## src/mbd_queue.sv

```systemverilog
`default_nettype none
module mbd_queue #(
  parameter int WIDTH = 8,
  parameter int DEPTH = 4,
  localparam int PTR_W = (DEPTH > 1) ? $clog2(DEPTH) : 1,
  localparam int CNT_W = $clog2(DEPTH + 1)
) (
  input  logic             clk,
  input  logic             rst,
  input  logic             wr_en,
  input  logic [WIDTH-1:0] wr_data,
  input  logic             rd_en,
  output logic [WIDTH-1:0] rd_data,
  output logic             full,
  output logic             empty,
  output logic [CNT_W-1:0] count
);

  logic [WIDTH-1:0] slots [DEPTH];
  logic [PTR_W-1:0] wr_ptr;
  logic [PTR_W-1:0] rd_ptr;
  logic             do_wr;
  logic             do_rd;

  assign full    = (count == CNT_W'(DEPTH));
  assign empty   = (count == '0);
  assign do_wr   = wr_en && !full;
  assign do_rd   = rd_en && !empty;
  assign rd_data = slots[rd_ptr];

  // Store incoming word
  always_ff @(posedge clk) begin
    if (do_wr) begin
      slots[wr_ptr] <= wr_data;
    end
  end

  // Advance pointers and track fill level
  always_ff @(posedge clk) begin
    if (rst) begin
      wr_ptr <= '0;
      rd_ptr <= '0;
      count  <= '0;
    end else begin
      if (do_wr) begin
        wr_ptr <= (wr_ptr == PTR_W'(DEPTH - 1)) ? '0 : wr_ptr + PTR_W'(1);
      end
      if (do_rd) begin
        rd_ptr <= (rd_ptr == PTR_W'(DEPTH - 1)) ? '0 : rd_ptr + PTR_W'(1);
      end
      if (do_wr && !do_rd) begin
        count <= count + CNT_W'(1);
      end else if (do_rd && !do_wr) begin
        count <= count - CNT_W'(1);
      end
    end
  end

endmodule
`default_nettype wire

```

## config.mk

```make
export PLATFORM = sky130hd
export DESIGN_NAME = mbd_queue
export DESIGN_NICKNAME = d
export VERILOG_FILES = /design/src/mbd_queue.sv
export SDC_FILE = /design/constraint.sdc
export NUM_CORES = 1
export LEC_CHECK = 0
export BUFFER_PORTS_ARGS = -buffer_cell sky130_fd_sc_hd__buf_2
export CAP_MARGIN = 20
export CORE_MARGIN = 3
export CORE_UTILIZATION = 35
export CTS_BUF_LIST = sky130_fd_sc_hd__clkbuf_16
export DETAILED_ROUTE_END_ITERATION = 10
export SLEW_MARGIN = 15
export SYNTH_ARGS = -nofsm -noshare
export SYNTH_HDL_FRONTEND = slang
export SYNTH_SLANG_ARGS = --single-unit
```

## constraint.sdc

```tcl
create_clock -name clk -period 2.66 [get_ports clk]
set_clock_uncertainty 0.05 [all_clocks]
set_input_delay 0.133 -clock clk [delete_from_list [all_inputs] [get_ports clk]]
set_output_delay 0.133 -clock clk [all_outputs]
set_load 0.02 [all_outputs]
```

---- After elaboration in Yosys (flattened, before gate mapping) ----
Memory sizes are Yosys's and may differ from the RTL's. A register that Yosys moved wholly into a read port is not among the register bits.
Index checks and enable logic that the tools add are counted.
storage, ports and cells
  register bits after elaboration ......... 7
  RAM bits ................................ 32
  input port bits ......................... 12
  word-level logic and storage cells ...... 29
  memories ................................ 1
cells by class
  $add $sub $neg .......................... 4
  equality and inequality tests ........... 3
  multiplexer cells ....................... 8
  reductions and logical operators ........ 10
memory list
  name   depth  width  read ports  clocked after memory_dff  write ports  line  source
  slots  4      8      1           1                         1            19    logic [WIDTH-1:0] slots [DEPTH];
operator list
  operator                                          number
  two-way mux 2 bit                                 4
  two-way mux 3 bit                                 2
  adder 2 x 1 -> 2 bit, second input constant       2
  == test 2 bit, second input constant              2
  logical AND 1 bit                                 4
  zero test 1 bit                                   4
  adder 3 x 1 -> 3 bit, second input constant       1
  == test 3 bit, second input constant              1
  zero test 3 bit                                   1
  subtractor 3 x 1 -> 3 bit, second input constant  1
  two-way mux 1 bit                                 2
  nonzero test 2 bit                                1

---- Logic depth before layout (Yosys ltp) ----
Gate-level depths: netlist (run 1).
  depth after elaboration ................. 7
  gate-level depth with buffers ........... 10
  gate-level depth less buffers ........... 9

---- Worst setup path after synthesis (run 1) ----
No wires, ideal clock.
  path kind ............................... reg-to-reg
  start ................................... register count[0]
  end ..................................... register count[2]
  arrival time ............................ 2.154 ns
  data required time ...................... 2.540 ns
  path slack .............................. 0.385 ns
  stages on the path, launching flop included .. 11
  path buffers ............................ 1
  path through ............................ dfxtp_1 > or3b_1 > buf_6 > clkinv_8 > nor2_4 > ha_1 > inv_1 > fa_1 > xor2_1 > or3_1 > a21oi_1
on the way
  cells in the longest elaborated chain, start to end .. 6
  elaborated cells between the ends (all ways) .. 15
  classes of those cells .................. add/sub: 2; eq/ne: 1; mux: 2; reduce/logical: 10
RTL lines
  what                                 line  source
  start, declared                      16    output logic [CNT_W-1:0] count
  start signal, assigned               52    count <= count + CNT_W'(1);
  start signal, assigned               54    count <= count - CNT_W'(1);
  == test 3 bit (*)                    25    assign full = (count == CNT_W'(DEPTH));
  named net full                       14    output logic full,
  zero test 1 bit (*)                  27    assign do_wr = wr_en && !full;
  logical AND 1 bit (*)                27
  named net do_wr                      22    logic do_wr;
  zero test 1 bit                      53    end else if (do_rd && !do_wr) begin
  logical AND 1 bit                    53
  nonzero test 2 bit (no source line)  n/a
The timed path passes the listed nets; every way through them passes the cells marked *. The select of a mux whose other input is x is not followed.
A chain may end at the register's enable or synchronous reset.

---- Final worst setup path (run 1) ----
  start ................................... register count[0]
  end ..................................... register count[2]
on the way
  cells in the longest elaborated chain, start to end .. 6
  elaborated cells between the ends (all ways) .. 15
  classes of those cells .................. add/sub: 2; eq/ne: 1; mux: 2; reduce/logical: 10
RTL lines
  what                                 line
  == test 3 bit (*)                    25
  zero test 1 bit (*)                  27
  logical AND 1 bit (*)                27
  named net do_wr                      22
  zero test 1 bit                      53
  logical AND 1 bit                    53
  nonzero test 2 bit (no source line)  n/a
Marks and branches as above.

==> results.txt, run 1 <==
Max Fclk = 408 MHz
# IOs = 25
# H-tree levels = 2
final instance area = 1990 um2
die area = 5630 um2
Compound-Gate Fraction of Synth Area = 3.22%
initial antenna violation count = 0
CP required = 2.82 ns
die width = 75.1 um
hold path start = wr_data[1]
Pleak = 0.757 nW
commonest non-fill, non-tap cell in the layout = edfxtp_1
row count = 24
Final setup viols = 0
Initial DRC Count = 31
Crit Path Category = reg -> reg
Final Cycle Share = 92.1%
FF-to-FF path depth = 9
post-route ant nets = 0
pins over their slew limit = 0
Worst Path Arrival = 2.61 ns
Final nets = 138
R2R setup slack = 0.21 ns
Ant. Diodes = 0
final setup TNS = 0 ns
fill count = 398
Rel. slew slack = 60.2%
largest family of logic cells by synthesized area = multiplexers
Synthesis Warnings = 0
hold-critical path endpoint = slots[3][1]
CP Cell Sequence = or3b_1 -> clkinv_8 -> nor2_4 -> ha_1 -> inv_1 -> fa_1 -> xor2_1 -> or3_1 -> a21oi_1
die height = 75.1 um
clk slew on worst S/H paths = 0.06 ns
commonest cells after routing, fill and taps aside = edfxtp_1, buf_2, dfxtp_1, mux4_2, ha_1
Hold Fails Final Rpt = 0
CTS root buf = clkbuf_16
Pwr Total = 2.01 mW
CTS tree = yes
worst path bufs/invs = 2
Routed WL = 2800 um
hold_ws = 0.0211 ns
peak supply drop = 0.000399 V
Post-Synthesis Cell Area = 1670 um2
total CTS buffers = 5
hold_buf cts = 0
CTS sink cnt = 41
Distinct cells, synth = 27
Synth Area in Simple Gates = 5.55%
Hold Crit Depth = 1
initial core utilization = 37.3%
Final Util = 44.5%
DP Wirelength = 1940 um
global-route wire length before repair = 4290 um
Slew @ Worst Pin = 0.597 ns
RSZ-0062 raised after global routing = no
port bufs = 24
most area-hungry cell type in the Yosys netlist = edfxtp_1
number of vias per cell = 5.03
top area cells in the synthesized netlist = edfxtp_1, dfxtp_1, mux4_2
vias in the first global route = 894
Final min period = 2.45 ns
CP Launch Type = flop
deepest clock path buffer count = 2
worst-skew pair later-pin latency = 0.27 ns
top cell type's share of synthesized area = 57.6%
wire per inst = 16.3 um
Placement Cell Area = 1830 um2
RR Endpoint = count[2]
total gr overflow = 0
sequential element share of the synthesized area = 68.4%
All-Layer GR Usage = 11.0%
syn_area_per_cell = 18.1 um2
via count = 865
Power Density = 1010 nW/um2
post-synthesis register bit count = 41
Final Wtd Congestion = 0.761
crit end category = flop
CP max stage cell = dfxtp_1
Core Footprint = 4470 um2
mux cell area share after synthesis = 12.0%
DR pass1 iterations = 4
Crit path max-delay family = simple AND/OR/NAND/NOR gates
crit path max fanout = 7
status = finished clean
Post CTS Setup Buffer Count = 0
Gate Count Post-Synth = 92
syn nets = 111
CP peak stage delay = 0.47 ns
Adder-Cell Fraction of Synth Area = 5.70%
Hold Crit Class = in -> reg
Resized cells post-CTS = 0
XOR/XNOR share of the synthesized area = 1.05%
ratio of cells with drive above 1 in the final layout = 36.7%
max cap viols = 0
Reg2Reg Launch Point = count[0]
DRC = 0
largest net degree at the start of global routing = 13
P&R area growth vs syn = 19.4%
[power by group]
group / total (mW) / switching, mW / internal [mW]
sequential: 0.866 / 0.0833 / 0.783
combinational: 0.492 / 0.271 / 0.220
clock: 0.656 / 0.220 / 0.435
[worst max-delay path by stage]
stage / startpoint / endpoint / slack (ns) / depth (start not counted)
after floorplan: count[0] / count[2] / 0.39 / 10
after global placement: count[0] / count[2] / 0.39 / 9
after detailed placement: count[0] / count[2] / 0.23 / 9
after CTS: count[0] / count[2] / 0.21 / 9
after global routing: count[0] / count[2] / 0.06 / 9
final: count[0] / count[2] / 0.21 / 9
[Yosys cell counts]
cell       n
edfxtp_1  32
nor3_1     2
dfxtp_1    9
o31ai_2    2
mux2i_1    2
o21ai_0    1
or3b_1     1
nand3_1    2
buf_6      1
o21ai_1    1
a21oi_2    1
clkinv_8   1
a21oi_1    2
ha_1       6
mux4_2     8
bufinv_8   1
nor2_4     1
buf_2      1
nor2_1     3
or3_1      2
clkbuf_1   1
buf_1      1
inv_1      3
xor2_1     2
and3_1     4
nand2_1    1
fa_1       1
[stage by stage]
step,instances,setup slack (ns)
4_1_cts,172,0.206
3_3_place_gp,164,0.386
3_5_place_dp,164,0.234
5_1_grt,172,0.0623
2_1_floorplan,92,0.385
6_report,172,0.209
[state kept, by name (all words and copies together) (netlist names), named ones only]
| signal | count |
|---|---|
| count | 3 |
| rd_ptr | 2 |
| slots | 32 |
| wr_ptr | 2 |
[logic make-up after synthesis]
| family | after synthesis |
|---|---|
| buf+inv | 9 |
| compound gates | 7 |
| mux | 10 |
| xor+xnor | 2 |
| fa+ha+maj | 7 |
| flops | 41 |
| simple gates | 16 |
[routing by layer]
layer	up-vias	wire length, um	global-route usage [%]
met3	4	148	3.20
met2	24	1510	19.3
met4	0	27	4.74
met1	427	1120	12.3
li1	410	-	-
met5	-	0	0
[cell type report]
cell class,count,area (um2),share of cell area [%]
clock buffer,5,125,6.28
clock inverter,3,37.5,1.88
inverter,5,45.0,2.26
multi-input combinational,42,459,23.0
sequential,41,1140,57.3
tap,52,65.1,3.26
timing repair buffer,24,120,6.03
No activity file was read; power rests on OpenSTA's default activity.
==> run 2: changes to the inputs <==
- CELL_PAD_IN_SITES_DETAIL_PLACEMENT: not set -> 2
- CELL_PAD_IN_SITES_GLOBAL_PLACEMENT: not set -> 2
- PLACE_DENSITY_LB_ADDON: not set -> 0.1
- SKIP_CTS_REPAIR_TIMING: not set -> 1
==> results.txt, run 2 (synthesis gave the netlist of run 1 again) <==
status = finished clean
max cap viols = 0 (unchanged)
RR Endpoint = count[2]
largest net degree at the start of global routing = 13 (unchanged)
Switching Share = 28.9% (+0.32 points)
internal power = 1.44 mW (about the same)
CP required = 2.82 ns (about the same)
CP Launch Type = flop
number of vias per cell = 5.17 (+2.9%)
# IOs = 25 (unchanged)
Crit Path Category = reg -> reg
GR Util met2 = 21.6% (+2.2 points)
peak supply drop = 0.000422 V (+5.7%)
initial antenna violation count = 0 (unchanged)
Comb power frac = 24.7% (+0.3 points)
commonest non-fill, non-tap cell in the layout = edfxtp_1
Pwr Total = 2.02 mW (+0.46%)
Final Wtd Congestion = 0.740 (-2.7%)
Final setup viols = 0 (unchanged)
worst-skew pair later-pin latency = 0.28 ns (about the same)
Reg2Reg Launch Point = count[0]
DR pass1 iterations = 2 (-2)
RSZ-0062 raised after global routing = no
clk slew on worst S/H paths = 0.06 ns (about the same)
Initial DRC Count = 19 (-39%)
CTS root buf = clkbuf_16
initial core utilization = 37.3% (unchanged)
routing usage on met1 = 14.5% (+2.2 points)
Worst Path Arrival = 2.53 ns (-0.08 ns)
total CTS buffers = 5 (unchanged)
Routed WL = 3130 um (+12%)
die area = 5630 um2 (unchanged)
die width = 75.1 um (unchanged)
Ant. Diodes = 0 (unchanged)
port bufs = 24 (unchanged)
number of flip-flops under the largest register name = 32 (unchanged)
DP Wirelength = 2210 um (+14%)
gr busiest metal = met2
Psw = 584 uW (+1.6%)
crit end category = flop
Power Density = 1010 nW/um2 (+0.46%)
Final min period = 2.38 ns (-0.0752 ns)
FF-to-FF path depth = 9 (unchanged)
crit path from = count[0]
# H-tree levels = 2 (unchanged)
commonest cells after routing, fill and taps aside = edfxtp_1, buf_2, dfxtp_1, mux4_2, ha_1
Core Footprint = 4470 um2 (unchanged)
R2R setup slack = 0.28 ns (+0.08 ns)
row count = 24 (unchanged)
pins over their slew limit = 0 (unchanged)
wire per inst = 18.2 um (+12%)
Hold Fails Final Rpt = 0 (unchanged)
Worst setup endpoint = count[2]
GRT met3 Usage = 4.01% (+0.80 points)
total gr overflow = 0 (unchanged)
Largest Register = slots
DRC = 0 (unchanged)
final setup TNS = 0 ns (unchanged)
CTS sink cnt = 41 (unchanged)
Hold Crit Class = in -> reg
Slew @ Worst Pin = 0.582 ns (-0.0144 ns)
ratio of cells with drive above 1 in the final layout = 36.7% (unchanged)
vias in the first global route = 967 (+8.2%)
fill count = 436 (+9.5%)
Final nets = 138 (unchanged)
die height = 75.1 um (unchanged)
crit path max fanout = 7 (unchanged)
global-route wire length before repair = 4910 um (+14%)
All-Layer GR Usage = 12.5% (+1.5 points)
Clk pwr share = 32.3% (-0.3 points)
Rel. slew slack = 61.1% (+0.96 points)
Final Cycle Share = 89.3% (-2.8 points)
deepest clock path buffer count = 2 (unchanged)
Pleak = 0.757 nW (unchanged)
CTS tree = yes
post-route ant nets = 0 (unchanged)
P&R area growth vs syn = 19.4% (unchanged)
via count = 890 (+2.9%)
Top Registers = slots: 32 flops, count: 3 flops
Max Fclk = 421 MHz (+3.2%)
Flop pwr share = 43.0% (about the same)
==> run 2: worst min path at each step <==
| stage | startpoint | end | slack (ns) | cells past startpoint |
|---|---|---|---|---|
| CTS | wr_data[3] | slots[2][3] | 0.01 | 1 |
| finish | wr_data[3] | slots[2][3] | 0.02 | 1 |
| global placement | wr_data[4] | slots[2][4] | 0.30 | 1 |
| floorplan | wr_data[0] | slots[0][0] | 0.18 | 0 |
| detailed placement | wr_data[3] | slots[1][3] | 0.30 | 1 |
| global route | wr_data[3] | slots[2][3] | 0.02 | 1 |
==> run 2: through the flow <==
step                utilization [%]  setup WS (ns)  std cells  hold slack, ns  instance area [um2]
finish                         44.5          0.285        172          0.0215                 1990
global route                   44.5          0.104        172          0.0243                 1990
CTS                            44.5          0.259        172          0.0147                 1990
detailed placement             40.9          0.263        164           0.304                 1830
global placement               40.9          0.366        164           0.296                 1830
floorplan                         -          0.385         92           0.182                 1670
==> run 2: per-layer routing <==
| layer | vias up | wire [um] |
|---|---|---|
| li1 | 405 | - |
| met1 | 458 | 1260 |
| met2 | 22 | 1680 |
| met3 | 5 | 139 |
| met4 | 0 | 47 |
| met5 | - | 0 |
==> run 2: area by class of cell <==
| class | instances | area (um2) | area share, % |
|---|---|---|---|
| multi-input combinational | 42 | 459 | 23.0 |
| tap | 52 | 65.1 | 3.26 |
| clock inverter | 3 | 37.5 | 1.88 |
| inverter | 5 | 45.0 | 2.26 |
| sequential | 41 | 1140 | 57.3 |
| clock buffer | 5 | 125 | 6.28 |
| timing repair buffer | 24 | 120 | 6.03 |
==> run 2: critical path, cell delays in order (launching register included) <==
cell and delay [ns]:
dfxtp_1 0.47, or3b_1 0.39, clkinv_8 0.08, nor2_4 0.10
ha_1 0.18, inv_1 0.06, fa_1 0.37, xor2_1 0.16
or3_1 0.30, a21oi_1 0.14
==> run 2: power by group through the flow <==
stage | clock network [mW] | logic [mW] | registers, mW
2_1_floorplan | 0 | 0.384 | 0.853
3_3_place_gp | 0 | 0.497 | 0.877
3_5_place_dp | 0 | 0.506 | 0.888
4_1_cts | 0.676 | 0.509 | 0.877
5_1_grt | 0.697 | 0.546 | 0.889
6_report | 0.653 | 0.499 | 0.870
==> run 3: changes to the inputs <==
- BUFFER_PORTS_ARGS: -buffer_cell sky130_fd_sc_hd__buf_2 -> -buffer_cell sky130_fd_sc_hd__buf_4
==> results.txt, run 3 (synthesis gave the netlist of run 1 again) <==
CTS tree = yes
Slew @ Worst Pin = 0.549 ns (-0.0329 ns)
RSZ-0062 raised after global routing = no
Rel. slew slack = 63.3% (+2.2 points)
crit end category = flop
total CTS buffers = 5 (unchanged)
final setup TNS = 0 ns (unchanged)
number of vias per cell = 5.03 (-2.8%)
ratio of cells with drive above 1 in the final layout = 36.4% (-0.30 points)
Max Fclk = 411 MHz (-2.4%)
commonest non-fill, non-tap cell in the layout = edfxtp_1
# H-tree levels = 2 (unchanged)
CTS root buf = clkbuf_16
peak supply drop = 0.000396 V (-6.2%)
Worst Path Arrival = 2.60 ns (+0.07 ns)
internal power = 1.49 mW (+3.4%)
deepest clock path buffer count = 2 (unchanged)
CTS sink cnt = 41 (unchanged)
Crit Path Category = reg -> reg
CP peak stage delay = 0.49 ns (+0.02 ns)
initial core utilization = 37.3% (unchanged)
CP Cell Sequence = or3b_1 -> clkinv_8 -> nor2_4 -> ha_1 -> inv_1 -> fa_1 -> xor2_1 -> or3_1 -> a21oi_1
wire per inst = 17.8 um (-2.0%)
die width = 75.1 um (unchanged)
port bufs = 24 (unchanged)
Flop pwr share = 42.1% (-0.9 points)
All-Layer GR Usage = 12.5% (about the same)
status = finished clean
# IOs = 25 (unchanged)
via count = 870 (-2.2%)
Hold Crit Class = in -> reg
Comb power frac = 26.5% (+1.8 points)
crit path max fanout = 7 (unchanged)
global-route wire length before repair = 4930 um (+0.43%)
DP Wirelength = 2150 um (-2.7%)
die height = 75.1 um (unchanged)
CP max stage cell = dfxtp_1
Core Footprint = 4470 um2 (unchanged)
total gr overflow = 0 (unchanged)
Crit path max-delay family = simple AND/OR/NAND/NOR gates
Clk pwr share = 31.5% (-0.8 points)
worst-skew pair later-pin latency = 0.28 ns (about the same)
pre-CTS setup slack = 0.221 ns (-0.0420 ns)
Pleak = 0.779 nW (+3.0%)
number of flip-flops under the largest register name = 32 (unchanged)
Final Wtd Congestion = 0.760 (+2.6%)
DR pass1 iterations = 3 (+1)
Final setup viols = 0 (unchanged)
Psw = 585 uW (+0.18%)
clk slew on worst S/H paths = 0.06 ns (about the same)
final instance area = 2060 um2 (+3.5%)
hold path start = wr_data[4]
Hold Fails Final Rpt = 0 (unchanged)
Largest Register = slots
row count = 24 (unchanged)
Switching Share = 28.2% (-0.64 points)
Placement Cell Area = 1890 um2 (+3.3%)
commonest cells after routing, fill and taps aside = edfxtp_1, buf_4, dfxtp_1, mux4_2, ha_1
Ant. Diodes = 0 (unchanged)
pins over their slew limit = 0 (unchanged)
crit path from = count[0]
initial antenna violation count = 0 (unchanged)
post-route ant nets = 0 (unchanged)
max cap viols = 0 (unchanged)
die area = 5630 um2 (unchanged)
Top Registers = slots: 32 flops, count: 3 flops
CP Launch Type = flop
Final min period = 2.43 ns (+0.0588 ns)
CP required = 2.82 ns (about the same)
hold_ws = 0.00795 ns (-0.0135 ns)
Power Density = 1000 nW/um2 (-1.0%)
P&R area growth vs syn = 23.6%
Final nets = 139 (+0.72%)
worst path bufs/invs = 2 (unchanged)
DRC = 0 (unchanged)
Routed WL = 3080 um (-1.4%)
vias in the first global route = 971 (+0.41%)
final worst setup slack = 0.226 ns (-0.0588 ns)
largest net degree at the start of global routing = 13 (unchanged)
Initial DRC Count = 59 (+40)
Final Cycle Share = 91.5% (+2.2 points)
Reg2Reg Launch Point = count[0]
==> run 3: cell types whose count changed in the layout (fill, tap and decap cells not counted), sizes merged <==
| cell | change |
|---|---|
| dlygate4sd3 | +1 |
==> run 3: routing by layer <==
layer | share of wire (%) | track usage, % | routed length [um]
met5 | 0 | 0 | 0
met4 | 2.1 | 5.93 | 65
met3 | 4.3 | 3.74 | 131
met2 | 52 | 21.5 | 1610
met1 | 41 | 14.3 | 1280
==> run 3: worst register-to-register path, cell delays in order, from the launching register on <==
cell	delay, ns
dfxtp_1	0.49
or3b_1	0.40
clkinv_8	0.09
nor2_4	0.11
ha_1	0.19
inv_1	0.06
fa_1	0.37
xor2_1	0.16
or3_1	0.30
a21oi_1	0.14
==> run 3: final cells by class <==
| cell class | count | area [um2] |
|---|---|---|
| clock inverters | 3 | 37.5 |
| fillers | 421 | 2410 |
| clock buffers | 5 | 125 |
| flip-flops and latches | 41 | 1140 |
| repair buffers | 25 | 190 |
| inverters | 5 | 45.0 |
| well taps | 52 | 65.1 |
| multi-input cells | 42 | 459 |
==> run 3: through the flow <==
stage,utilization (%),instances,power [mW]
final,46.1,173,2.07
after global routing,46.1,173,2.19
after CTS,45.9,172,2.11
after detailed placement,42.3,164,1.45
after global placement,42.3,164,1.42
after floorplan,-,92,1.24
==> run 3: final timing paths <==
check | to | slack [ns] | cells past startpoint
setup reg to reg | count[2] | 0.23 | 9
hold reg to reg | rd_ptr[0] | 0.47 | 2
setup / recovery | count[2] | 0.23 | 9
hold / removal | slots[2][4] | 0.008 | 1
==> run 3: power by group through the flow <==
stage	logic (mW)	clock network (mW)	registers, mW
finish	0.548	0.652	0.871
global route	0.601	0.699	0.888
CTS	0.561	0.674	0.879
detailed placement	0.556	0	0.889
global placement	0.547	0	0.878
floorplan	0.384	0	0.853
