<file path="src/mbd_pkg.sv">
`default_nettype none
package mbd_pkg;

  // Register and field widths fixed by the block's interface
  localparam int CFG_W        = 13;
  localparam int CHAN_W       = 8;
  localparam int PAIR_W       = CHAN_W + 1;
  localparam int NUM_CHAN     = 4;
  localparam int HEIGHT_LIMIT = 4096;
  localparam int ROW_W        = 12;
  localparam int Y_W          = 11;

  // Queue depths between the parts
  localparam int JOB_DEPTH = 4;
  localparam int OUT_DEPTH = 4;

  // Configuration register indexes
  typedef enum logic [0:0] {
    REG_SOURCE_WIDTH  = 1'b0,
    REG_SOURCE_HEIGHT = 1'b1
  } cfg_index_t;

  // Work that the front hands to the back
  typedef enum logic [1:0] {
    JOB_WRITE  = 2'd0,
    JOB_DIRECT = 2'd1,
    JOB_READ   = 2'd2
  } job_kind_t;

  typedef logic [NUM_CHAN-1:0][PAIR_W-1:0] pair_t;
  typedef logic [NUM_CHAN-1:0][CHAN_W-1:0] texel_t;

  typedef struct packed {
    job_kind_t kind;
    logic      end_of_row;
    logic      last;
    pair_t     pair;
  } job_t;

  typedef struct packed {
    texel_t texel;
    logic   end_of_row;
    logic   last;
  } result_t;

endpackage
`default_nettype wire

</file>
<file path="src/mbd_front.sv">
`default_nettype none
module mbd_front #(
  parameter int MAX_WIDTH = 4096,
  localparam int LINE_DEPTH = (MAX_WIDTH / 2 > 1) ? MAX_WIDTH / 2 : 1,
  localparam int ADDR_W = (LINE_DEPTH > 1) ? $clog2(LINE_DEPTH) : 1,
  localparam int COL_W = $clog2(MAX_WIDTH),
  localparam int WD_W = $clog2(MAX_WIDTH + 1)
) (
  input  logic                     clk,
  input  logic                     rst,
  input  logic                     push,
  input  mbd_pkg::texel_t          texel_in,
  input  logic                     cfg_write,
  input  mbd_pkg::cfg_index_t      cfg_index,
  input  logic [mbd_pkg::CFG_W-1:0] cfg_data,
  input  logic                     job_full,
  output logic                     job_push,
  output mbd_pkg::job_t            job,
  output logic [ADDR_W-1:0]        job_x
);
  import mbd_pkg::*;

  // Geometry derived at register write
  logic [WD_W-1:0]   width_eff;
  logic              width_one;
  logic [ADDR_W-1:0] tw_m1;
  logic [CFG_W-1:0]  height_eff;
  logic              height_one;
  logic [Y_W-1:0]    th_m1;

  logic [COL_W-1:0]  column_count;
  logic [ROW_W-1:0]  row_count;
  texel_t            left_texel;

  logic [WD_W-1:0]   width_new;
  logic [CFG_W-1:0]  height_new;
  logic              accept;
  logic [WD_W-1:0]   col_inc;
  logic [CFG_W-1:0]  row_inc;
  logic [COL_W-1:0]  x_full;
  logic [ROW_W-1:0]  y_full;
  logic              have_pair;
  logic              gen;
  logic              y_last;
  pair_t             pair;
  logic [ADDR_W-1:0] x;
  job_kind_t         kind;

  // Clamp incoming register values
  always_comb begin
    if (cfg_data == '0) begin
      width_new = WD_W'(1);
    end else if (int'(cfg_data) > MAX_WIDTH) begin
      width_new = WD_W'(MAX_WIDTH);
    end else begin
      width_new = WD_W'(cfg_data);
    end
    if (cfg_data == '0) begin
      height_new = CFG_W'(1);
    end else if (int'(cfg_data) > HEIGHT_LIMIT) begin
      height_new = CFG_W'(HEIGHT_LIMIT);
    end else begin
      height_new = cfg_data;
    end
  end

  // Classify the incoming texel
  always_comb begin
    accept    = push && !job_full;
    x_full    = column_count >> 1;
    y_full    = row_count >> 1;
    have_pair = 1'b0;
    gen       = 1'b0;
    y_last    = 1'b0;
    x         = '0;
    kind      = JOB_WRITE;
    for (int k = 0; k < NUM_CHAN; k++) begin
      pair[k] = {1'b0, left_texel[k]} + {1'b0, texel_in[k]};
    end
    if (width_one) begin
      for (int k = 0; k < NUM_CHAN; k++) begin
        pair[k] = {texel_in[k], 1'b0};
      end
      have_pair = 1'b1;
    end else if (column_count[0] && (x_full <= COL_W'(tw_m1))) begin
      have_pair = 1'b1;
      x         = ADDR_W'(x_full);
    end
    if (have_pair) begin
      if (height_one) begin
        kind   = JOB_DIRECT;
        gen    = 1'b1;
        y_last = 1'b1;
      end else if (!row_count[0]) begin
        kind = JOB_WRITE;
        gen  = 1'b1;
      end else if (y_full <= ROW_W'(th_m1)) begin
        kind   = JOB_READ;
        gen    = 1'b1;
        y_last = (y_full == ROW_W'(th_m1));
      end
    end
    job_push       = accept && gen;
    job.kind       = kind;
    job.pair       = pair;
    job.end_of_row = (x == tw_m1);
    job.last       = (x == tw_m1) && y_last;
    job_x          = x;
  end

  // Step the raster position
  always_comb begin
    col_inc = WD_W'({1'b0, column_count}) + WD_W'(1);
    row_inc = CFG_W'(row_count) + CFG_W'(1);
  end

  // Hold geometry, counters and the left texel
  always_ff @(posedge clk) begin
    if (rst) begin
      width_eff    <= WD_W'(1);
      width_one    <= 1'b1;
      tw_m1        <= '0;
      height_eff   <= CFG_W'(1);
      height_one   <= 1'b1;
      th_m1        <= '0;
      column_count <= '0;
      row_count    <= '0;
      left_texel   <= '0;
    end else if (cfg_write) begin
      case (cfg_index)
        REG_SOURCE_WIDTH: begin
          width_eff <= width_new;
          width_one <= (width_new == WD_W'(1));
          tw_m1     <= (width_new >= WD_W'(2)) ?
                       ADDR_W'((width_new >> 1) - WD_W'(1)) : '0;
        end
        REG_SOURCE_HEIGHT: begin
          height_eff <= height_new;
          height_one <= (height_new == CFG_W'(1));
          th_m1      <= (height_new >= CFG_W'(2)) ?
                        Y_W'((height_new >> 1) - CFG_W'(1)) : '0;
        end
        default: begin
        end
      endcase
      column_count <= '0;
      row_count    <= '0;
      left_texel   <= '0;
    end else if (accept) begin
      if (!width_one && !column_count[0]) begin
        left_texel <= texel_in;
      end
      if (col_inc >= width_eff) begin
        column_count <= '0;
        row_count    <= (row_inc >= height_eff) ? '0 : ROW_W'(row_inc);
      end else begin
        column_count <= COL_W'(col_inc);
      end
    end
  end

endmodule
`default_nettype wire

</file>
<file path="config.mk">
export PLATFORM = sky130hd
export DESIGN_NAME = mbd_front
export DESIGN_NICKNAME = d
export VERILOG_FILES = /design/src/mbd_pkg.sv /design/src/mbd_front.sv
export SDC_FILE = /design/constraint.sdc
export NUM_CORES = 1
export LEC_CHECK = 0
export ABC_AREA = 1
export BUFFER_PORTS_ARGS = -buffer_cell sky130_fd_sc_hd__buf_2
export CORE_MARGIN = 5
export CORE_UTILIZATION = 55
export DETAILED_ROUTE_END_ITERATION = 6
export GPL_ROUTABILITY_DRIVEN = 0
export PLACE_DENSITY = 0.82
export REMOVE_ABC_BUFFERS = 1
export SYNTH_ARGS = -nofsm -noshare
export SYNTH_HDL_FRONTEND = slang
export SYNTH_SLANG_ARGS = --single-unit
</file>
<file path="constraint.sdc">
create_clock -name clk -period 3.52 [get_ports clk]
set_input_delay 1.056 -clock clk [delete_from_list [all_inputs] [get_ports clk]]
set_output_delay 1.056 -clock clk [all_outputs]
set_load 0.02 [all_outputs]
</file>
# Word level (Yosys, flattened, before mapping)
# Index checks and enable logic that the tools add are counted.
# classes
add_sub_neg	7
n_lt_le_gt_ge	6
eq_ne	3
muxes	22
n_bitwise	1
n_reduce_logical	14
# op_table
op	count
$add 8x8->9	4
$mux 36	1
$mux 11	3
$add 12x1->13 const B	2
$ge 13x13->1	2
$mux 13	2
$mux 12	2
$eq 11x11->1	2
$le 11x11->1	2
$eq 13x1->1 const B	1
$ge 13x2->1 const B	1
$gt 13x13->1 const B	1
$logic_not 13->1	1
$sub 11x1->11 const B	1
$mux 1	10
$mux 2	4
$reduce_and 2->1	4
$logic_and 1x1->1	5
$logic_not 1->1	3
$reduce_or 2->1	1
$not 1->1	1
# totals
register_bits	106
input_bits	51
word_cells	65

# Logic depth before layout (Yosys ltp)
# Gate-level depths: netlist of run 1.
# logic_depth
depth_word	6
depth_mapped	20
depth_no_buf	19

# Least setup slack after synthesis of run 1
# OpenSTA, ideal clock, no wires.
# synth_timing
path_type	input-to-output
start	input texel_in[18] (netlist name)
end	output job[25] (netlist name)
t_arrival_ns	2.609
required_time_ns	2.464
path_slack_ns	-0.145
cell_stages	10
cell_sequence	ha_1 -> a21oi_1 -> nand2_1 -> nand2_1 -> nand2_1 -> a21oi_1 -> nor2_1 -> o21ai_0 -> nand3_1 -> a31oi_1
# synth_lines
element	line_no	rtl
start: declaration	mbd_front.sv:12	input mbd_pkg::texel_t texel_in,
end: declaration	mbd_front.sv:18	output mbd_pkg::job_t job,

==> results of run 1 <==
worst min path at each step:
stage | cells past startpoint | to | start
3_3_place_gp | 2 | height_eff[9] | height_eff[9]
2_1_floorplan | 2 | height_eff[11] | height_eff[11]
6_report | 2 | height_eff[12] | height_eff[12]
4_1_cts | 2 | height_eff[9] | height_eff[9]
5_1_grt | 2 | height_eff[9] | height_eff[9]
3_5_place_dp | 2 | height_eff[9] | height_eff[9]
synthesized netlist by cell type:
| cell | number |
|---|---|
| a21oi_1 | 112 |
| a22o_1 | 7 |
| a22oi_1 | 3 |
| a311oi_1 | 1 |
| a31oi_1 | 4 |
| and2_1 | 2 |
| buf_1 | 3 |
| buf_2 | 6 |
| buf_4 | 3 |
| buf_6 | 1 |
| clkbuf_1 | 26 |
| clkbuf_8 | 1 |
| clkinv_1 | 1 |
| dfxtp_1 | 106 |
| dlygate4sd1_1 | 1 |
| fa_1 | 4 |
| ha_1 | 83 |
| inv_1 | 167 |
| inv_2 | 2 |
| nand2_1 | 200 |
| nand2_2 | 3 |
| nand2_4 | 1 |
| nand3_1 | 50 |
| nand3_2 | 2 |
| nand3b_1 | 2 |
| nand4_1 | 23 |
| nor2_1 | 151 |
| nor2_2 | 2 |
| nor2_4 | 1 |
| nor3_1 | 7 |
| nor4_1 | 3 |
| o2111ai_1 | 1 |
| o211ai_1 | 3 |
| o21ai_0 | 127 |
| o21ai_1 | 1 |
| o21bai_1 | 1 |
| o221ai_1 | 1 |
| o31ai_1 | 1 |
| or2_2 | 1 |
| or3_2 | 1 |
| xnor2_1 | 2 |
| xor2_1 | 21 |
repair_timing:
action | 4_1_cts | 5_1_grt
resized for setup | 140 | 97
cloned | 1 | 0
pin swaps | 75 | 74
setup endpoints to repair | 18 | 29
setup buffers | 26 | 6
area by class of cell:
class	instances	share of cell area
Antenna cell	1	0.000252
Clock buffer	9	0.0227
Clock inverter	7	0.0106
Inverter	170	0.0642
Multi-Input combinational cell	821	0.529
Sequential cell	106	0.215
Tap cell	176	0.0222
Timing Repair Buffer	186	0.136
stage by stage:
step	power, µW	std cells	utilization	hold slack (ps)
after floorplan	1670	1097	-	438
after global placement	1890	1431	0.637	461
after detailed placement	1910	1431	0.637	457
after CTS	3060	1474	0.714	470
after global routing	3250	1476	0.744	511
final	3110	1476	0.744	476
power by group through the flow:
stage	Clock [µW]	Combinational [µW]	Sequential, µW
finish	1090	742	1280
detailed placement	0	606	1300
floorplan	0	373	1300
global route	1150	813	1280
CTS	1110	679	1270
global placement	0	594	1300
per-layer routing:
metal,share of wire,vias to the layer above,global-route usage
met5,0,-,0
met4,0.042,0,0.115
met3,0.061,80,0.0430
met2,0.49,332,0.465
met1,0.41,3825,0.339
li1,-,4036,-
critical path, stage by stage:
cell,delay [ps]
buf_8,100
ha_4,220
a21oi_2,130
nand2_1,70
nand2_1,90
nand2_1,80
a21oi_2,200
nor2_2,80
o21ai_2,160
nand3_1,120
a31oi_2,200
buf_4,170
state kept, by name (all words and copies together), names as in the netlist:
| signal | cells |
|---|---|
| left_texel | 32 |
| height_eff | 13 |
| width_eff | 13 |
| column_count | 12 |
| row_count | 12 |
| th_m1 | 11 |
| tw_m1 | 11 |
| height_one | 1 |
| width_one | 1 |
logic make-up (layout without fill, tap and decap cells):
kind of cell / after synthesis / after routing / share of synthesized area
compound gates: 262 / 262 / 0.182
xor+xnor: 23 / 23 / 0.0268
fa+ha+maj: 87 / 87 / 0.149
buf+inv: 211 / 372 / 0.111
flops: 106 / 106 / 0.282
other cells: 0 / 1 / 0
simple gates: 449 / 449 / 0.250
==> results list, run 1 <==
- The clock passes through at most 2 buffers.
- Max Fanout on Critical Path: 3
- PortBufs: between 100 and 150
* Total number of H-tree levels: 3
- Global-route congestion overflow total: 0
- Data required time of the worst path: 2460 ps
* Start of the worst register-to-register path: column_count[0]
- Routed vias: about 8300
* Register area: 2140 µm²
- Crit path launch: texel_in[18]
- VDD sags by at most roughly 0.00026 V.
- Final setup violation count: 17
- The top cell types in the final layout, fill and taps aside, are 169 x nand2_1, 145 x inv_1, 137 x nor2_1, 112 x o21ai_0, 94 x dfxtp_1.
* Routed Wire Length: around 23000 µm
- Total internal power: 2110 µW
* Reg2Reg Setup Slack: approximately 270 ps
- The die is roughly 130 µm tall.
- Relative contribution of the clock network to total power: 0.351
- The worst setup path is launched from an input port.
- Final hold violation count: 0
* Number of buffers inserted during clock tree synthesis: 9
- Total negative setup slack: -1690 ps
- Top cells by area, synth: dfxtp_1 28%, ha_1 14%, nand2_1 10%
- Final critical-path required period: 3750 ps
- The share of synthesized area in the top cell type comes to 0.282.
- Sequential power share: 0.411
* Post-synthesis instance area: about 7500 µm²
- Clock skew: 13.5 ps
- Std-Cell Rows: 42
* GRT Util Overall: 0.271
- Count of unique library cells instantiated by Yosys: 42
- Fill count: just under 1000
* Antenna Violating Nets Remaining: 0
* Clock-pin slew reported for the worst setup and hold paths after clock tree synthesis: about 80 ps
* Worst relative slew slack: 0.594
- After technology mapping, the gate count stands at 1138.
* HPWL reported at the end of detailed placement: 15000 µm
* Die width: about 130 µm
- Setup slack on the critical path of the routed design comes to -226 ps.
- Setup repair after global routing could not meet its margin everywhere.
- For this run, the number of Yosys warnings is 0.
* Share of power burned in combinational logic: 0.238
- Static timing analysis puts the maximum clock frequency at approximately 270 MHz.
* Standard cell area after detailed placement: roughly 8500 µm²
- Crit end category: output port
- End of the worst register-to-register path: row_count[4]
* Fraction of final layout cells sized beyond drive strength 1: 0.283
- The flow ran to the end, but the final reports show violations.
* Worst r2r path cells: 17
- Root cell of the clock tree: clkbuf_16
- Summing all multi-input logic gate instances after layout gives around 5300 µm².
- CTS tree: done
- The analysis attributes to net switching a power of between 900 and 1000 µW.
- Synthesis-stage register bit count: around 110
- Num Clock Sinks: 106
- Period utilisation layout: 1.06
* Finished Cell Area: 9940 µm²
* Register area share after synthesis: 0.282
- Initial antenna violation count: 1
* Average detailed-routed wire length per instance: about 16 µm
- For this run, the detailed router's first-pass iteration total came to 5.
- Hold bufs inserted after CTS: 0
- The initial utilization of the core area, before any placement, comes to 0.564.
* Commonest non-fill, non-tap cell in the layout: nand2_1
- Of the total power, the share spent switching nets is 0.320.
- The final-report max-slew violation count came to 0.
- Pin count of the biggest net entering global routing: 50
- Critical path class: input port to output port
* Worst slack after detailed placement: -358 ps
- After detailed routing, the number of vias per cell comes to roughly 5.6.
* Later-pin clock latency in the skew report: around 360 ps
* Slew of the pin with the lowest slew margin: 605 ps
* HP Class: register to register
- The biggest area contributor in the post-synthesis netlist is dfxtp_1.
- The floorplan step defined a die boundary enclosing about 16000 µm².
* # IOs: ~100
* Via count of the first global-routing pass: between 7000 and 8000
* Leak pwr: 0.00479 µW
* Post-Syn Area per Cell: around 6.6 µm²
- The final layout contains ~1400 nets.
- After floorplanning, the core was sized to cover around 13000 µm².
* Wire length of the first global-routing pass: between 30000 and 40000 µm
- Power spread over the standard cell area amounts to around 310 nW/µm².
- Data arrival time of the critical path: ~2700 ps
* Critical path endpoint: job[25]
- Number of design-rule violations left by the first detailed-router iteration: between 700 and 800
- Detailed-route DRC error count: 0
* Layout overhead on the synthesized area: 32.0%
* Max Cap Viol: 0
* Violations in the final reports: setup timing
Power figures use the tool's default switching activity.
==> run 2: changes to the inputs <==
ABC_AREA = default   (was 1)
==> results list, run 2 <==
- The flow ran to the end, but the final reports show violations.
- Violations in the final reports: setup timing
- The post-layout net count is 1360 (-5.0%).
- The number of warning messages in the yosys log came to 0 (unchanged).
- Standard cell area after detailed placement: 8930 µm² (+5.0%)
- The unique cell type count in the Yosys netlist came to 60 (+43%).
* Number of enable flip-flop cells after synthesis: 0 (unchanged)
- The total placed cells including tap cells was 1362 (-4.8%).
- Unrepaired setup endpoints after global routing: true
* P per Cell Area: 294 nW/µm² (-6.2%)
- Met2 track demand over resource in global routing: 0.465 (about the same)
- Number of design-rule violations left by the first detailed-router iteration: 941 (+29%)
- Wire length of the first global-routing pass: 36400 µm (+0.23%)
- Period utilisation layout: 1.18 (+0.112)
- Start of the worst register-to-register path: column_count[2]
- In the layout the commonest cells are 190 x nand2_1, 138 x buf_4, 95 x a21oi_1, 87 x dfxtp_1, 66 x inv_1.
* Final worst slack: -618 ps (-393 ps)
- The number of buffers inserted by port buffering is 102 (unchanged).
- In this run the critical register-to-register path is captured at row_count[2].
- The number of fill cells is 967 (-0.82%).
* HP Class: register to register
- Startpoint of the most critical hold path: width_eff[8]
- Global-route congestion overflow total: 0 (unchanged)
* Most common cell in the netlist: nand2_1
- Walking the worst path, the cells encountered are inv_2 > ha_4 > nand4_1 > a211oi_2 > a2111o_2 > a211oi_4 > xnor2_1 > nand4_1 > nor4_2 > buf_4.
- Longest Clk Path Bufs: 2 (unchanged)
- Final hold violation count: 0 (unchanged)
* Number of buffers and inverters on the critical path: 2 (unchanged)
- In this run the clock root is driven by a clkbuf_16.
- The number of rows in the core area is 43 (+2.4%).
* Slew of the pin with the lowest slew margin: 873 ps (+268 ps)
* Layout overhead on the synthesized area: 35.4%
- Final critical-path required period: 4140 ps (+393 ps)
- Critical path class: register to output port
- Routed Wire Length: 23500 µm (+1.4%)
- The global-route usage over all layers came to 0.272 (+0.00111).
- Fraction of met1 tracks used by global routing: 0.330 (-0.00884)
- Max reg flops: 32 (unchanged)
* Crit path launch: tw_m1[5]
* Antenna cells: 0 (-1)
- The total of max-cap violations came to 0 (unchanged).
- TritonCTS built the clock tree.
- The synthesized cell area was 7610 µm² (+1.0%).
- Power consumption: 3030 µW (-2.7%)
* Average detailed-routed wire length per instance: 16.7 µm (+6.3%)
- The routed via count came to 8148 (-1.5%).
* GRT busiest layer: met2
- Later-pin clock latency in the skew report: 360 ps (about the same)
- Yosys attributes the largest share of cell area to dfxtp_1 28%, ha_1 14%, nand2_1 9.4%.
- The final instance area is 10300 µm² (+3.7%).
- The initial core utilization is 0.555 (-0.00953).
- Post-Syn Area per Cell: 7.41 µm² (+12%)
* Post-layout util: 0.751 (+0.00656)
- Reg2Reg Setup Slack: 150 ps (-120 ps)
- Crit path max-delay family: compound AO/OA/AOI/OAI gates
* Worst r2r path cells: 14 (-3)
- Counting flops per register, the top entry is left_texel.
* Antenna Violating Nets Remaining: 0 (unchanged)
- The HPWL after detailed placement was 15500 µm (+3.2%).
- Initial antenna violation count: 0 (-1)
* Share of synthesized registers carrying an async set or reset: 0 (unchanged)
- The largest fanout on the critical path is 3 (unchanged).
- Die width: 128 µm (+0.48%)
* Final setup violation count: 31 (+14)
- Detailed-router iteration count before antenna repair: 5 (unchanged)
* Worst stage delay on the critical path: 500 ps (+280 ps)
- Leaving out fill and tap cells, the most frequent cell in the layout is nand2_1.
- The depth of the CTS H-tree is 3 (unchanged).
- The number of hold buffers added after cts is 0 (unchanged).
- Data required time of the worst path: 2460 ps (about the same)
- Synthesis-stage register bit count: 106 (unchanged)
- Fmax: 242 MHz (-9.5%)
* Count of mapped cells out of synthesis: 1027 (-9.8%)
- # IOs: 103 (unchanged)
- Slew Viols, Final: 0 (unchanged)
* Vertical die dimension: 128 µm (+0.48%)
- The logic depth of the worst path, buffers included is 10 (-2).
* Synth cell count leaders: 191 x nand2_1, 109 x a21oi_1, 106 x dfxtp_1, 83 x ha_1, 80 x inv_1
- Crit path top cell by count: nand4_1
* Via count of the first global-routing pass: 7881 (+0.96%)
- Worst relative slew slack: 0.418 (-0.176)
- The area of the core was 13700 µm² (+2.8%).
- Fraction of final layout cells sized beyond drive strength 1: 0.314 (+0.0305)
- Area enclosed by the die boundary: 16300 µm² (+0.96%)
- The worst setup path is launched from a register.
* Global routing usage on met3: 0.0502 (+0.00718)
* Number of buffers inserted during clock tree synthesis: 9 (unchanged)
- The part of the Yosys area used for sequential elements came to 0.279 (-0.00292).
- For this run, the leading register cell type out of synthesis is dfxtp_1.
* Post-Layout Cell Count: 1407 (-4.7%)
- Yosys top cell by area: dfxtp_1
- The final clock skew was 8.26 ps (-5.25 ps).
- The pin count of the biggest net entering global routing is 61 (+22%).
- Post-detailed-route via-to-cell ratio: 5.79 (+3.3%)
- Leak pwr: 0.00452 µW (-5.7%)
- Biggest registers after layout: left_texel: 32 flops, height_eff: 13 flops, width_eff: 13 flops
- The worst hold margin came to 458 ps (-18.0 ps).
- The TritonCTS sink count was 106 (unchanged).
* Detailed-route DRC error count: 0 (unchanged)
- STA classifies the critical path endpoint as an output port.
- The post-CTS clock slew at the launch and capture registers of the worst setup and hold paths is 80 ps (about the same).
- Slowest cell on crit path: a2111o_2
* Worst vdd rail ir drop: 0.000231 V (-11%)
- The arrival time at the worst endpoint came to 3080 ps (+390 ps).
* Critical path endpoint: job[36]
- The portion of synthesized cell area occupied by the leading cell type was 0.279 (-0.00292).
## run 2: changes by cell type in the layout (fill, tap and decap cells not counted), moves of 33 or more
cell,before,now
buf_4,91,138
inv_1,145,66
nand2_2,34,1
nor2_1,137,56
o21ai_0,112,27
## run 2: what timing repair did
action                     4_1_cts  5_1_grt
pin swaps                       83       53
resized for setup              185       65
buffers inserted                29       10
setup endpoints to repair       44       59
## run 2: worst register-to-register path: stages, from the launching register on
cell and delay (ps):
dfxtp_1 410, buf_4 210, and3_1 230, and3_1 190, and3_1 190, and3_1 280
xor2_1 230, ha_1 270, and3_1 200, o211ai_1 90, o211ai_1 150, buf_4 190
nand2_1 170, nor2_4 100, a221o_1 360
## run 2: how the worst min path moves through the flow
stage / endpoint / depth (start not counted)
floorplan: height_eff[10] / 2
global placement: width_eff[7] / 2
detailed placement: height_eff[10] / 2
CTS: height_eff[10] / 2
global route: height_eff[10] / 2
finish: width_eff[8] / 2
## run 2: final cells by class
cell class	count	area, µm²	area share
Multi-Input combinational cell	790	5580	0.541
Inverter	82	310	0.0301
Clock buffer	9	225	0.0219
Timing Repair Buffer	233	1760	0.171
Clock inverter	7	58.8	0.00571
Tap cell	180	225	0.0219
Sequential cell	106	2150	0.209
## run 2: through the flow
step	worst slack, ps	setup TNS [ps]
2_1_floorplan	-548	-5140
3_3_place_gp	-412	-5390
3_5_place_dp	-503	-6680
4_1_cts	-366	-3720
5_1_grt	-678	-7820
6_report	-618	-5610
## run 2: layer usage
metal  vias to the layer above  routed length [µm]  part of all wire
li1                       3904                   -                 -
met4                         0                 830             0.035
met1                      3790                9740              0.41
met3                        78                1650             0.070
met5                         -                   0                 0
met2                       376               11300              0.48
## run 2: logic make-up (layout without fill, tap and decap cells)
logic type	after synthesis	after routing	share of synthesized area
adders and majority gates	87	87	0.147
xor gates and xnor gates	49	49	0.0564
buffers and inverters	131	331	0.0653
AOI/OAI and AO/OA	257	257	0.206
DFF	106	106	0.279
muxes	9	9	0.0120
and+or+nand+nor	388	388	0.234
## run 2: report_power, final
part | switching, µW | total [µW] | internal (µW)
clock network | 509 | 1000 | 495
registers | 19.3 | 1250 | 1230
logic | 444 | 774 | 330
total | 972 | 3030 | 2050
